**src/hdl/base58_block_encoder_core_defines.svh**
```systemverilog
// Assertion helpers shared by the encoder RTL.
`ifndef BASE58_BLOCK_ENCODER_CORE_DEFINES_SVH
`define BASE58_BLOCK_ENCODER_CORE_DEFINES_SVH

// Same-cycle implication, checked outside reset.
`define B58E_ASSERT_NOW(label, clk, rstn, ante, cons, msg) \
    label: assert property (@(posedge clk) disable iff (!(rstn)) (ante) |-> (cons)) \
        else $error(msg);

// Next-cycle implication, checked outside reset.
`define B58E_ASSERT_NEXT(label, clk, rstn, ante, cons, msg) \
    label: assert property (@(posedge clk) disable iff (!(rstn)) (ante) |=> (cons)) \
        else $error(msg);

`endif

```
**src/hdl/b58e_pkg.sv**
```systemverilog
package b58e_pkg;

    localparam int BLOCK_BYTES = 8;
    localparam int BLOCK_CHARS = 11;
    localparam int RADIX       = 58;
    localparam int SYMS        = 58;

    localparam logic [SYMS*8-1:0] ALPHABET =
        "123456789ABCDEFGHJKLMNPQRSTUVWXYZabcdefghijkmnopqrstuvwxyz";

    typedef struct packed {
        logic [7:0] data_byte;
        logic       is_last;
    } b58e_in_t;

    typedef struct packed {
        logic [6:0] out_char;
        logic       end_of_text;
    } b58e_out_t;

    // Characters produced by a block of the given byte length.
    function automatic logic [3:0] chars_for_len(input logic [3:0] len);
        logic [3:0] n;
        begin
            case (len)
                4'd1: n = 4'd2;
                4'd2: n = 4'd3;
                4'd3: n = 4'd5;
                4'd4: n = 4'd6;
                4'd5: n = 4'd7;
                4'd6: n = 4'd9;
                4'd7: n = 4'd10;
                4'd8: n = 4'd11;
                default: n = 4'd0;
            endcase
            return n;
        end
    endfunction

    // Map a digit to its ASCII symbol; out-of-range digits map to the first symbol.
    function automatic logic [6:0] b58_char(input logic [5:0] d);
        logic [7:0] c;
        begin
            if (int'(d) >= SYMS) begin
                c = ALPHABET[SYMS*8-1 -: 8];
            end else begin
                c = ALPHABET[(SYMS-1-int'(d))*8 +: 8];
            end
            return c[6:0];
        end
    endfunction

endpackage

```
**src/hdl/b58e_div_step.sv**
```systemverilog
// Divide one byte of the dividend by 58, carrying in the running remainder.
module b58e_div_step (
    input  logic [5:0] rem_in,
    input  logic [7:0] byte_in,
    output logic [7:0] quo_out,
    output logic [5:0] rem_out
);
    import b58e_pkg::*;

    localparam logic [6:0] DIVISOR = 7'(RADIX);

    always_comb begin
        logic [6:0] r;
        r = {1'b0, rem_in};
        quo_out = '0;
        for (int i = 7; i >= 0; i--) begin
            r = {r[5:0], byte_in[i]};
            if (r >= DIVISOR) begin
                r = r - DIVISOR;
                quo_out[i] = 1'b1;
            end
        end
        rem_out = r[5:0];
    end

endmodule

```
**src/hdl/base58_block_encoder_core.sv**
```systemverilog
// Block base58 encoder. Bytes enter one per accepted item and are packed
// big-endian into a 64-bit block. A byte that does not close the block is
// taken and the core stays ready. A block closes on its eighth byte or on a
// byte with is_last set; the core then drops s_ready and divides the block
// by 58 with one shared byte-wide divide step, one dividend byte per step and
// one digit per pass over the block, then sends the characters out, one
// character per cycle while m_ready stays high. A full block gives 11
// characters, a final partial block of 1 to 7 bytes gives 2, 3, 5, 6, 7, 9
// or 10. Characters leave most significant digit first as ASCII codes of the
// base58 alphabet; end_of_text marks the last character of a message. The
// output register lets the core take the next input byte while the final
// character waits.
`include "base58_block_encoder_core_defines.svh"

module base58_block_encoder_core (
    input  logic                aclk,
    input  logic                aresetn,
    input  logic                s_valid,
    output logic                s_ready,
    input  b58e_pkg::b58e_in_t  s_item,
    output logic                m_valid,
    input  logic                m_ready,
    output b58e_pkg::b58e_out_t m_item
);
    import b58e_pkg::*;

    localparam logic [1:0] S_IDLE = 2'd0;
    localparam logic [1:0] S_DIV  = 2'd1;
    localparam logic [1:0] S_EMIT = 2'd2;

    logic [1:0]  state_reg, state_next;
    logic [63:0] val_reg, val_next;
    logic [2:0]  nbytes_reg, nbytes_next;
    logic [5:0]  rem_reg, rem_next;
    logic [2:0]  step_reg, step_next;
    logic [3:0]  dig_idx_reg, dig_idx_next;
    logic [3:0]  count_reg, count_next;
    logic [3:0]  emit_idx_reg, emit_idx_next;
    logic        last_reg, last_next;
    logic        m_valid_reg, m_valid_next;
    b58e_out_t   m_item_reg, m_item_next;

    logic [5:0]  digit_store [BLOCK_CHARS];

    logic        s_fire;
    logic [3:0]  len;
    logic        closing;
    logic [7:0]  step_quo;
    logic [5:0]  step_rem;
    logic        digit_done;
    logic        out_free;

    b58e_div_step u_div_step (
        .rem_in  (rem_reg),
        .byte_in (val_reg[63:56]),
        .quo_out (step_quo),
        .rem_out (step_rem)
    );

    assign s_ready    = (state_reg == S_IDLE);
    assign s_fire     = s_valid && s_ready;
    assign len        = {1'b0, nbytes_reg} + 4'd1;
    assign closing    = (len == 4'(BLOCK_BYTES)) || s_item.is_last;
    assign digit_done = (state_reg == S_DIV) && (step_reg == 3'd7);
    assign out_free   = !m_valid_reg || m_ready;

    assign m_valid = m_valid_reg;
    assign m_item  = m_item_reg;

    always_comb begin
        state_next    = state_reg;
        val_next      = val_reg;
        nbytes_next   = nbytes_reg;
        rem_next      = rem_reg;
        step_next     = step_reg;
        dig_idx_next  = dig_idx_reg;
        count_next    = count_reg;
        emit_idx_next = emit_idx_reg;
        last_next     = last_reg;
        m_valid_next  = m_valid_reg;
        m_item_next   = m_item_reg;

        // Drop the output item once taken; a new load below overrides this.
        if (m_valid_reg && m_ready) begin
            m_valid_next = 1'b0;
        end

        case (state_reg)
            S_IDLE: begin
                if (s_fire) begin
                    val_next = {val_reg[55:0], s_item.data_byte};
                    if (closing) begin
                        // Block closes: start dividing from the top byte.
                        nbytes_next  = '0;
                        count_next   = chars_for_len(len);
                        dig_idx_next = chars_for_len(len) - 4'd1;
                        last_next    = s_item.is_last;
                        rem_next     = '0;
                        step_next    = '0;
                        state_next   = S_DIV;
                    end else begin
                        nbytes_next = len[2:0];
                    end
                end
            end
            S_DIV: begin
                // Shift the quotient in as the dividend shifts out.
                val_next  = {val_reg[55:0], step_quo};
                step_next = step_reg + 3'd1;
                if (digit_done) begin
                    rem_next = '0;
                    if (dig_idx_reg == '0) begin
                        emit_idx_next = '0;
                        state_next    = S_EMIT;
                    end else begin
                        dig_idx_next = dig_idx_reg - 4'd1;
                    end
                end else begin
                    rem_next = step_rem;
                end
            end
            S_EMIT: begin
                if (out_free) begin
                    m_valid_next            = 1'b1;
                    m_item_next.out_char    = b58_char(digit_store[emit_idx_reg]);
                    m_item_next.end_of_text = last_reg && (emit_idx_reg == count_reg - 4'd1);
                    emit_idx_next           = emit_idx_reg + 4'd1;
                    if (emit_idx_reg == count_reg - 4'd1) begin
                        state_next = S_IDLE;
                    end
                end
            end
            default: begin
                state_next = S_IDLE;
            end
        endcase
    end

    always_ff @(posedge aclk) begin
        if (!aresetn) begin
            state_reg   <= S_IDLE;
            val_reg     <= '0;
            nbytes_reg  <= '0;
            m_valid_reg <= 1'b0;
        end else begin
            state_reg   <= state_next;
            val_reg     <= val_next;
            nbytes_reg  <= nbytes_next;
            m_valid_reg <= m_valid_next;
        end
    end

    always_ff @(posedge aclk) begin
        rem_reg      <= rem_next;
        step_reg     <= step_next;
        dig_idx_reg  <= dig_idx_next;
        count_reg    <= count_next;
        emit_idx_reg <= emit_idx_next;
        last_reg     <= last_next;
        m_item_reg   <= m_item_next;
    end

    // Hold each finished digit at its place, least significant last.
    always_ff @(posedge aclk) begin
        if (digit_done) begin
            digit_store[dig_idx_reg] <= step_rem;
        end
    end

    `B58E_ASSERT_NOW(a_rem_below_radix, aclk, aresetn, state_reg == S_DIV,
        rem_reg < 6'(RADIX), "remainder left the radix range")
    `B58E_ASSERT_NOW(a_quotient_spent, aclk, aresetn, state_reg == S_EMIT,
        val_reg == '0, "block value not fully consumed by the digit count")
    `B58E_ASSERT_NEXT(a_close_starts_div, aclk, aresetn, s_fire && closing,
        state_reg == S_DIV && step_reg == '0 && nbytes_reg == '0, "closed block did not start division")
    `B58E_ASSERT_NOW(a_emit_in_range, aclk, aresetn, state_reg == S_EMIT,
        emit_idx_reg < count_reg, "emit index past digit count")

endmodule

```
**config.mk**
```make
export PLATFORM = sky130hd
export DESIGN_NAME = base58_block_encoder_core
export DESIGN_NICKNAME = d
export VERILOG_FILES = /design/src/hdl/b58e_pkg.sv /design/src/hdl/b58e_div_step.sv /design/src/hdl/base58_block_encoder_core.sv
export VERILOG_INCLUDE_DIRS = /design/src /design/src/hdl
export SDC_FILE = /design/constraint.sdc
export NUM_CORES = 1
export LEC_CHECK = 0
export BUFFER_PORTS_ARGS = -buffer_cell sky130_fd_sc_hd__buf_2
export CAP_MARGIN = 20
export CORE_ASPECT_RATIO = 1.25
export CORE_MARGIN = 2
export CORE_UTILIZATION = 30
export DETAILED_ROUTE_END_ITERATION = 12
export PLACE_DENSITY_LB_ADDON = 0.1
export REMOVE_ABC_BUFFERS = 1
export SYNTH_ARGS = -nofsm -noshare
export SYNTH_HDL_FRONTEND = slang
export SYNTH_SLANG_ARGS = --single-unit
export TNS_END_PERCENT = 50
```
**constraint.sdc**
```tcl
create_clock -name aclk -period 11.81 [get_ports aclk]
set_input_delay 2.9525 -clock aclk [delete_from_list [all_inputs] [get_ports aclk]]
set_output_delay 2.9525 -clock aclk [all_outputs]
set_load 0.01 [all_outputs]
```
# Word-level counts from Yosys, hierarchy flattened
# Memory sizes are Yosys's and may differ from the RTL's. A register that Yosys moved wholly into a read port is not among the register bits.
# Cells that the tools add are included.
[totals] regBits=96 latchBits=0 ram_bits=66 romBits=128 in_bits=13 out_inout_bits=10 wordCells=121 n_memories=3
[classes] add_sub_neg=15 n_mul=0 n_div=0 order_cmp=9 n_eq_ne=12 shift=1 mux=51 bitwise_logic=0 n_reduce_logical=19
[mem_list] name="digit_store" words=11 word_bits=6 read_ports=1 rd_ports_with_merged_regs=1 write_ports=1 line="base58_block_encoder_core.sv:43" rtl="logic [5:0] digit_store [BLOCK_CHARS];"
[mem_list] name="(no name shown)" words=16 word_bits=4 read_ports=1 rd_ports_with_merged_regs=1 write_ports=0 line="b58e_pkg.sv:25" rtl="case (len)"
[mem_list] name="(no name shown)" words=16 word_bits=4 read_ports=1 rd_ports_with_merged_regs=0 write_ports=0 line="b58e_pkg.sv:25"
[ops] operator="indexed part select 464 x 10 -> 7 bit, first input constant" n=1
[ops] operator="case mux 64 bit (2 select lines)" n=1
[ops] operator="two-way mux 6 bit" n=11
[ops] operator="two-way mux 64 bit" n=1
[ops] operator="greater-or-equal comparator 7 x 6 -> 1 bit, second input constant" n=8
[ops] operator="subtractor 6 bit, second input constant" n=8
[ops] operator="two-way mux 4 bit" n=11
[ops] operator="case mux 4 bit (2 select lines)" n=2
[ops] operator="two-way mux 1 bit" n=13
[ops] operator="two-way mux 2 bit" n=6
[ops] operator="case mux 6 bit (2 select lines)" n=1
[ops] operator="subtractor 4 x 1 -> 4 bit, second input constant" n=3
[ops] operator="two-way mux 3 bit" n=3
[ops] operator="inequality test 2 bit, second input constant" n=4
[ops] operator="subtractor 6 x 6 -> 7 bit, first input constant" n=1
[ops] operator="greater-or-equal comparator 6 bit, second input constant" n=1
[ops] operator="inequality test 2 x 1 -> 1 bit, second input constant" n=3
[ops] operator="case mux 2 bit (3 select lines)" n=1
[ops] operator="case mux 3 bit (2 select lines)" n=1
[ops] operator="AND reduction 2 bit" n=3
[ops] operator="AND reduction 3 bit" n=2
[ops] operator="AND reduction 6 bit" n=1
[ops] operator="AND reduction 5 bit" n=1
[ops] operator="adder 3 x 1 -> 4 bit, second input constant" n=1
[ops] operator="14 further kinds" n=19

# Longest topological paths before layout
[logic_depth] word_depth=18 mapped_depth=53 ltp_nobuf=45

# Hierarchy
# From an unflattened synthesis, not the netlist that was laid out.
[unflattened] hier_cells=993 hier_area_um2=9781.9
[modules_own_cells] module="base58_block_encoder_core" instances=1 cells_each=696 area_each_um2=7603.5 seq_area_each_um2=4364.2
[modules_own_cells] module="b58e_div_step" instances=1 cells_each=297 area_each_um2=2178.3 seq_area_each_um2=0.0

# Worst setup path before layout
# OpenSTA, ideal clock, no wires.
[synth_timing] kind="flip-flop to flip-flop" start="register rem_reg[0]" end="memory digit_store[0][1], data pin" setup_ns=0.266 arrival_ns=9.966 t_required_ns=11.544 slack_ns=1.577 stages_incl_launch_ff=51 n_path_buf=8 period_less_slack_ns=10.233 path_cell_list="edfxtp_1 > buf_4 > inv_1 > ha_1 > and4b_1 > buf_2 > a211o_1 > a21oi_1 > inv_1 > ha_1 > inv_1 > o21ai_0 > a22o_1 > buf_4 > xnor2_1 > inv_1 > ha_1 > clkbuf_1 > [... 15 more ...] > o211a_2 > o21ai_0 > and2_1 > inv_1 > ha_1 > clkbuf_1 > o21ai_2 > a21oi_1 > ha_1 > o31a_1 > o32a_1 > o21ai_4 > xnor2_1 > inv_1 > ha_1 > o21a_1 > o21a_1 > xnor2_1"
[synth_via] elab_chain_cells=16 word_cells_on_any_way=24 classes_between="add/sub (8); order compare (8); mux (8)"
[synth_rtl] item="start, declared" line="base58_block_encoder_core.sv:34" rtl="logic [5:0] rem_reg, rem_next;"
[synth_rtl] item="start signal, assigned" line="base58_block_encoder_core.sv:154" rtl="rem_reg <= rem_next;"
[synth_rtl] item="subtractor 6 bit / greater-or-equal comparator 7 x 6 -> 1 bit (equally long branches)" line="b58e_div_step.sv:19, b58e_div_step.sv:18"
[synth_rtl] item="two-way mux 6 bit (*)" line="b58e_div_step.sv:18" rtl="if (r >= DIVISOR) begin"
[synth_rtl] item="subtractor 6 bit / greater-or-equal comparator 7 x 6 -> 1 bit (equally long branches)" line="b58e_div_step.sv:19, b58e_div_step.sv:18"
[synth_rtl] item="two-way mux 6 bit (*)" line="b58e_div_step.sv:18"
[synth_rtl] item="subtractor 6 bit / greater-or-equal comparator 7 x 6 -> 1 bit (equally long branches)" line="b58e_div_step.sv:19, b58e_div_step.sv:18"
[synth_rtl] item="two-way mux 6 bit (*)" line="b58e_div_step.sv:18"
[synth_rtl] item="subtractor 6 bit / greater-or-equal comparator 7 x 6 -> 1 bit (equally long branches)" line="b58e_div_step.sv:19, b58e_div_step.sv:18"
[synth_rtl] item="two-way mux 6 bit (*)" line="b58e_div_step.sv:18"
[synth_rtl] item="subtractor 6 bit / greater-or-equal comparator 7 x 6 -> 1 bit (equally long branches)" line="b58e_div_step.sv:19, b58e_div_step.sv:18"
[synth_rtl] item="two-way mux 6 bit (*)" line="b58e_div_step.sv:18"
[synth_rtl] item="greater-or-equal comparator 7 x 6 -> 1 bit / subtractor 6 bit (equally long branches)" line="b58e_div_step.sv:18, b58e_div_step.sv:19"
[synth_rtl] item="two-way mux 6 bit (*)" line="b58e_div_step.sv:18"
[synth_rtl] item="greater-or-equal comparator 7 x 6 -> 1 bit / subtractor 6 bit (equally long branches)" line="b58e_div_step.sv:18, b58e_div_step.sv:19"
[synth_rtl] item="two-way mux 6 bit (*)" line="b58e_div_step.sv:18"
[synth_rtl] item="subtractor 6 bit / greater-or-equal comparator 7 x 6 -> 1 bit (equally long branches)" line="b58e_div_step.sv:19, b58e_div_step.sv:18"
[synth_rtl] item="two-way mux 6 bit (*)" line="b58e_div_step.sv:18"
[synth_rtl] item="via step_rem[1]" line="base58_block_encoder_core.sv:49" rtl="logic [5:0] step_rem;"
[synth_rtl] item="end, declared" line="base58_block_encoder_core.sv:43"
# Mark *: on every way through the listed nets, which the timed path passes. The rest lies on a longest branch.

# Final worst setup path
[layout_timing] start="register rem_reg[0]" end="memory digit_store[7][4], data pin"
[layout_via] elab_chain_cells=16 word_cells_on_any_way=24 classes_between="add/sub (8); order compare (8); mux (8)"
[layout_rtl] item="subtractor 6 bit / greater-or-equal comparator 7 x 6 -> 1 bit (equally long branches)" line="b58e_div_step.sv:19, b58e_div_step.sv:18"
[layout_rtl] item="two-way mux 6 bit (*)" line="b58e_div_step.sv:18"
[layout_rtl] item="subtractor 6 bit / greater-or-equal comparator 7 x 6 -> 1 bit (equally long branches)" line="b58e_div_step.sv:19, b58e_div_step.sv:18"
[layout_rtl] item="two-way mux 6 bit (*)" line="b58e_div_step.sv:18"
[layout_rtl] item="subtractor 6 bit / greater-or-equal comparator 7 x 6 -> 1 bit (equally long branches)" line="b58e_div_step.sv:19, b58e_div_step.sv:18"
[layout_rtl] item="two-way mux 6 bit (*)" line="b58e_div_step.sv:18"
[layout_rtl] item="subtractor 6 bit / greater-or-equal comparator 7 x 6 -> 1 bit (equally long branches)" line="b58e_div_step.sv:19, b58e_div_step.sv:18"
[layout_rtl] item="two-way mux 6 bit (*)" line="b58e_div_step.sv:18"
[layout_rtl] item="subtractor 6 bit / greater-or-equal comparator 7 x 6 -> 1 bit (equally long branches)" line="b58e_div_step.sv:19, b58e_div_step.sv:18"
[layout_rtl] item="two-way mux 6 bit (*)" line="b58e_div_step.sv:18"
[layout_rtl] item="greater-or-equal comparator 7 x 6 -> 1 bit / subtractor 6 bit (equally long branches)" line="b58e_div_step.sv:18, b58e_div_step.sv:19"
[layout_rtl] item="two-way mux 6 bit (*)" line="b58e_div_step.sv:18"
[layout_rtl] item="subtractor 6 bit / greater-or-equal comparator 7 x 6 -> 1 bit (equally long branches)" line="b58e_div_step.sv:19, b58e_div_step.sv:18"
[layout_rtl] item="two-way mux 6 bit (*)" line="b58e_div_step.sv:18"
[layout_rtl] item="subtractor 6 bit / greater-or-equal comparator 7 x 6 -> 1 bit (equally long branches)" line="b58e_div_step.sv:19, b58e_div_step.sv:18"
[layout_rtl] item="two-way mux 6 bit (*)" line="b58e_div_step.sv:18"
[layout_rtl] item="via step_rem[4]" line="base58_block_encoder_core.sv:49"
# Marked as above.

==> flow_metrics.env <==
export IMPL_status="finished, final reports clean"
export IMPL_gp_congestion=0.842
export IMPL_maxCapViolations=0
export IMPL_largest_reg_flops=66
export IMPL_fin_crit_sh=0.902
export IMPL_cp_arrival_ns=10.74
export IMPL_skew_ns=0.0157
export IMPL_multi_input_area_sq_mm=0.00483
export IMPL_seq_area_sq_mm=0.00436
export IMPL_final_hold_viol_count=0
export IMPL_chipHeight_um=203
export IMPL_synthArstFlopShare=0
export IMPL_end_kind="flip-flop"
export IMPL_routed_wl_um=23000
export IMPL_grt_usage=0.144
export IMPL_crit_path_max_fanout=12
export IMPL_slew_headroom=0.412
export IMPL_antenna_found_initial=0
export IMPL_dp_hpwl_um=16600
export IMPL_cpPeakStageDelay_ns=0.40
export IMPL_slowest_stage="a22o_1"
export IMPL_yosys_warnings=0
export IMPL_cts_max_level=4
export IMPL_fillers=3210
export IMPL_synth_edf_count=96
export IMPL_io_pins=23
export IMPL_ys_types=85
export IMPL_grt_pass1_wl_um=37400
export IMPL_syn_area_sq_mm=0.00949
export IMPL_vias_per_cell=5.08
export IMPL_drive_gt1_frac=0.146
export IMPL_critPathKind="reg -> reg"
export IMPL_cts_max_path_buffers=2
export IMPL_postRouteAntennaNets=0
export IMPL_die_w_um=163
export IMPL_clk_latency_ns=0.43
export IMPL_routedWlPerCell_um=16.6
export IMPL_grt_pass1_vias=7061
export IMPL_hp_class="reg -> reg"
export IMPL_post_cts_buffers=0
export IMPL_synth_top_area_frac=0.304
export IMPL_ys_flop_type="edfxtp_1"
export IMPL_nets=994
export IMPL_place_area_sq_mm=0.0100
export IMPL_synth_area_top_cells="edfxtp_1, dfxtp_1, nand2_1, a21boi_0, mux4_2"
export IMPL_core_area_sq_mm=0.0311
export IMPL_crit_required_ns=11.90
export IMPL_grt_start_max_net_pins=57
export IMPL_fmax_ghz=0.0939
export IMPL_syn_to_final_growth_pct=12.1
export IMPL_initial_core_util=0.305
export IMPL_ys_ff_latch=170
export IMPL_drt_iter0_drc=523
export IMPL_finalMaxSlewViolations=0
export IMPL_root_buffer="clkbuf_16"
export IMPL_rows=72
export IMPL_avgSynthCellArea_sq_um=9.87
export IMPL_worst_pin_slew_ns=0.879
export IMPL_start_kind="flip-flop"
export IMPL_cts_tree="yes"
export IMPL_grt_remaining_overflow=0
export IMPL_port_buffers=22
export IMPL_synth_cells=961
export IMPL_die_area_sq_mm=0.0331
export IMPL_path_clk_slew_ns=0.07
export IMPL_seq_area_frac_synth=0.460
export IMPL_final_cell_area_sq_mm=0.0106
export IMPL_remaining_drc_errors=0
export IMPL_cts_buffers=17
export IMPL_cts_sinks=170
export IMPL_fin_crit_ns=10.65
export IMPL_setup_tns_ns=0
export IMPL_rsz0062_at_grt="false"
export IMPL_synth_top_cell_by_area="edfxtp_1"
export IMPL_antennaDiodeCount=0
export IMPL_num_vias=7016
export IMPL_dr_pass1_iters=5
export IMPL_setup_viol=0
-- cell families after synthesis --
group                      synth area share
AOI/OAI and AO/OA                     0.185
xor gates and xnor gates             0.0268
adders and majority gates            0.0251
buffers and inverters                0.0389
DFF                                   0.460
muxes                                0.0887
and+or+nand+nor                       0.176
-- cell usage in the layout, fill, tap and decap left out, types with 22 or more instances in the layout --
cell      count
nand2_1     176
mux2i_1      22
inv_1        34
a21oi_1      41
buf_2        22
a21boi_0     63
nor2_1       56
edfxtp_1     96
dfxtp_1      74
o21ai_0      27
-- synthesized netlist by cell type (7+ instances only) --
library cell / instances
o211a_1: 7
mux4_2: 19
a31oi_1: 8
a21boi_0: 64
dfxtp_1: 74
ha_1: 19
nand2_1: 177
o21ai_0: 27
nand3_1: 18
inv_1: 34
and2_1: 11
xor2_1: 10
xnor2_1: 19
nor2_1: 56
or3_1: 7
clkbuf_1: 39
edfxtp_1: 96
a21oi_1: 44
mux2_2: 15
nand2b_1: 12
nor2b_1: 16
mux2i_1: 22
nor3_1: 15
o21a_1: 8
-- worst max-delay path, delay by kind of cell, from the launching register on --
| family | cells | cell delay [ns] |
|---|---|---|
| compound gates | 22 | 5.15 |
| fa+ha+maj | 8 | 2.35 |
| simple gates | 5 | 1.06 |
| xor+xnor | 4 | 0.80 |
| buf+inv | 6 | 0.58 |
| flops | 1 | 0.39 |
-- through the flow --
step,setup slack [ns],cells,utilization,hold WS (ns)
6_report,1.16,1382,0.342,0.461
5_1_grt,0.0971,1382,0.342,0.482
2_1_floorplan,1.96,906,-,0.440
4_1_cts,0.210,1382,0.340,0.466
3_3_place_gp,0.581,1349,0.321,0.451
3_5_place_dp,0.288,1350,0.322,0.456
-- area by class of cell --
type / count / area share
clock buffer: 17 / 0.0400
multi-input combinational: 702 / 0.454
sequential: 170 / 0.410
clock inverter: 15 / 0.0133
inverter: 34 / 0.0120
timing repair buffer: 37 / 0.0221
tap: 407 / 0.0479
-- timing repair --
item                       CTS  global route
setup endpoints to repair    0            61
hold buffers                 0             0
gates resized for setup      0            12
-- routing by layer --
layer	routed length [um]	GRT usage
met4	342	0.0420
met3	476	0.0204
met2	12700	0.278
met1	9470	0.162
met5	0	0
-- final timing paths --
check                                 start  cells past startpoint                 to  slack, ns
worst max-delay path             rem_reg[0]                     45  digit_store[7][4]       1.16
worst max register to register   rem_reg[0]                     45  digit_store[7][4]       1.16
worst min register to register  val_reg[33]                      2        val_reg[33]       0.46
worst min-delay path            val_reg[33]                      2        val_reg[33]       0.46
Power is not shown: default switching activity piles up to over one toggle a cycle in this logic, so the estimate is an artifact.
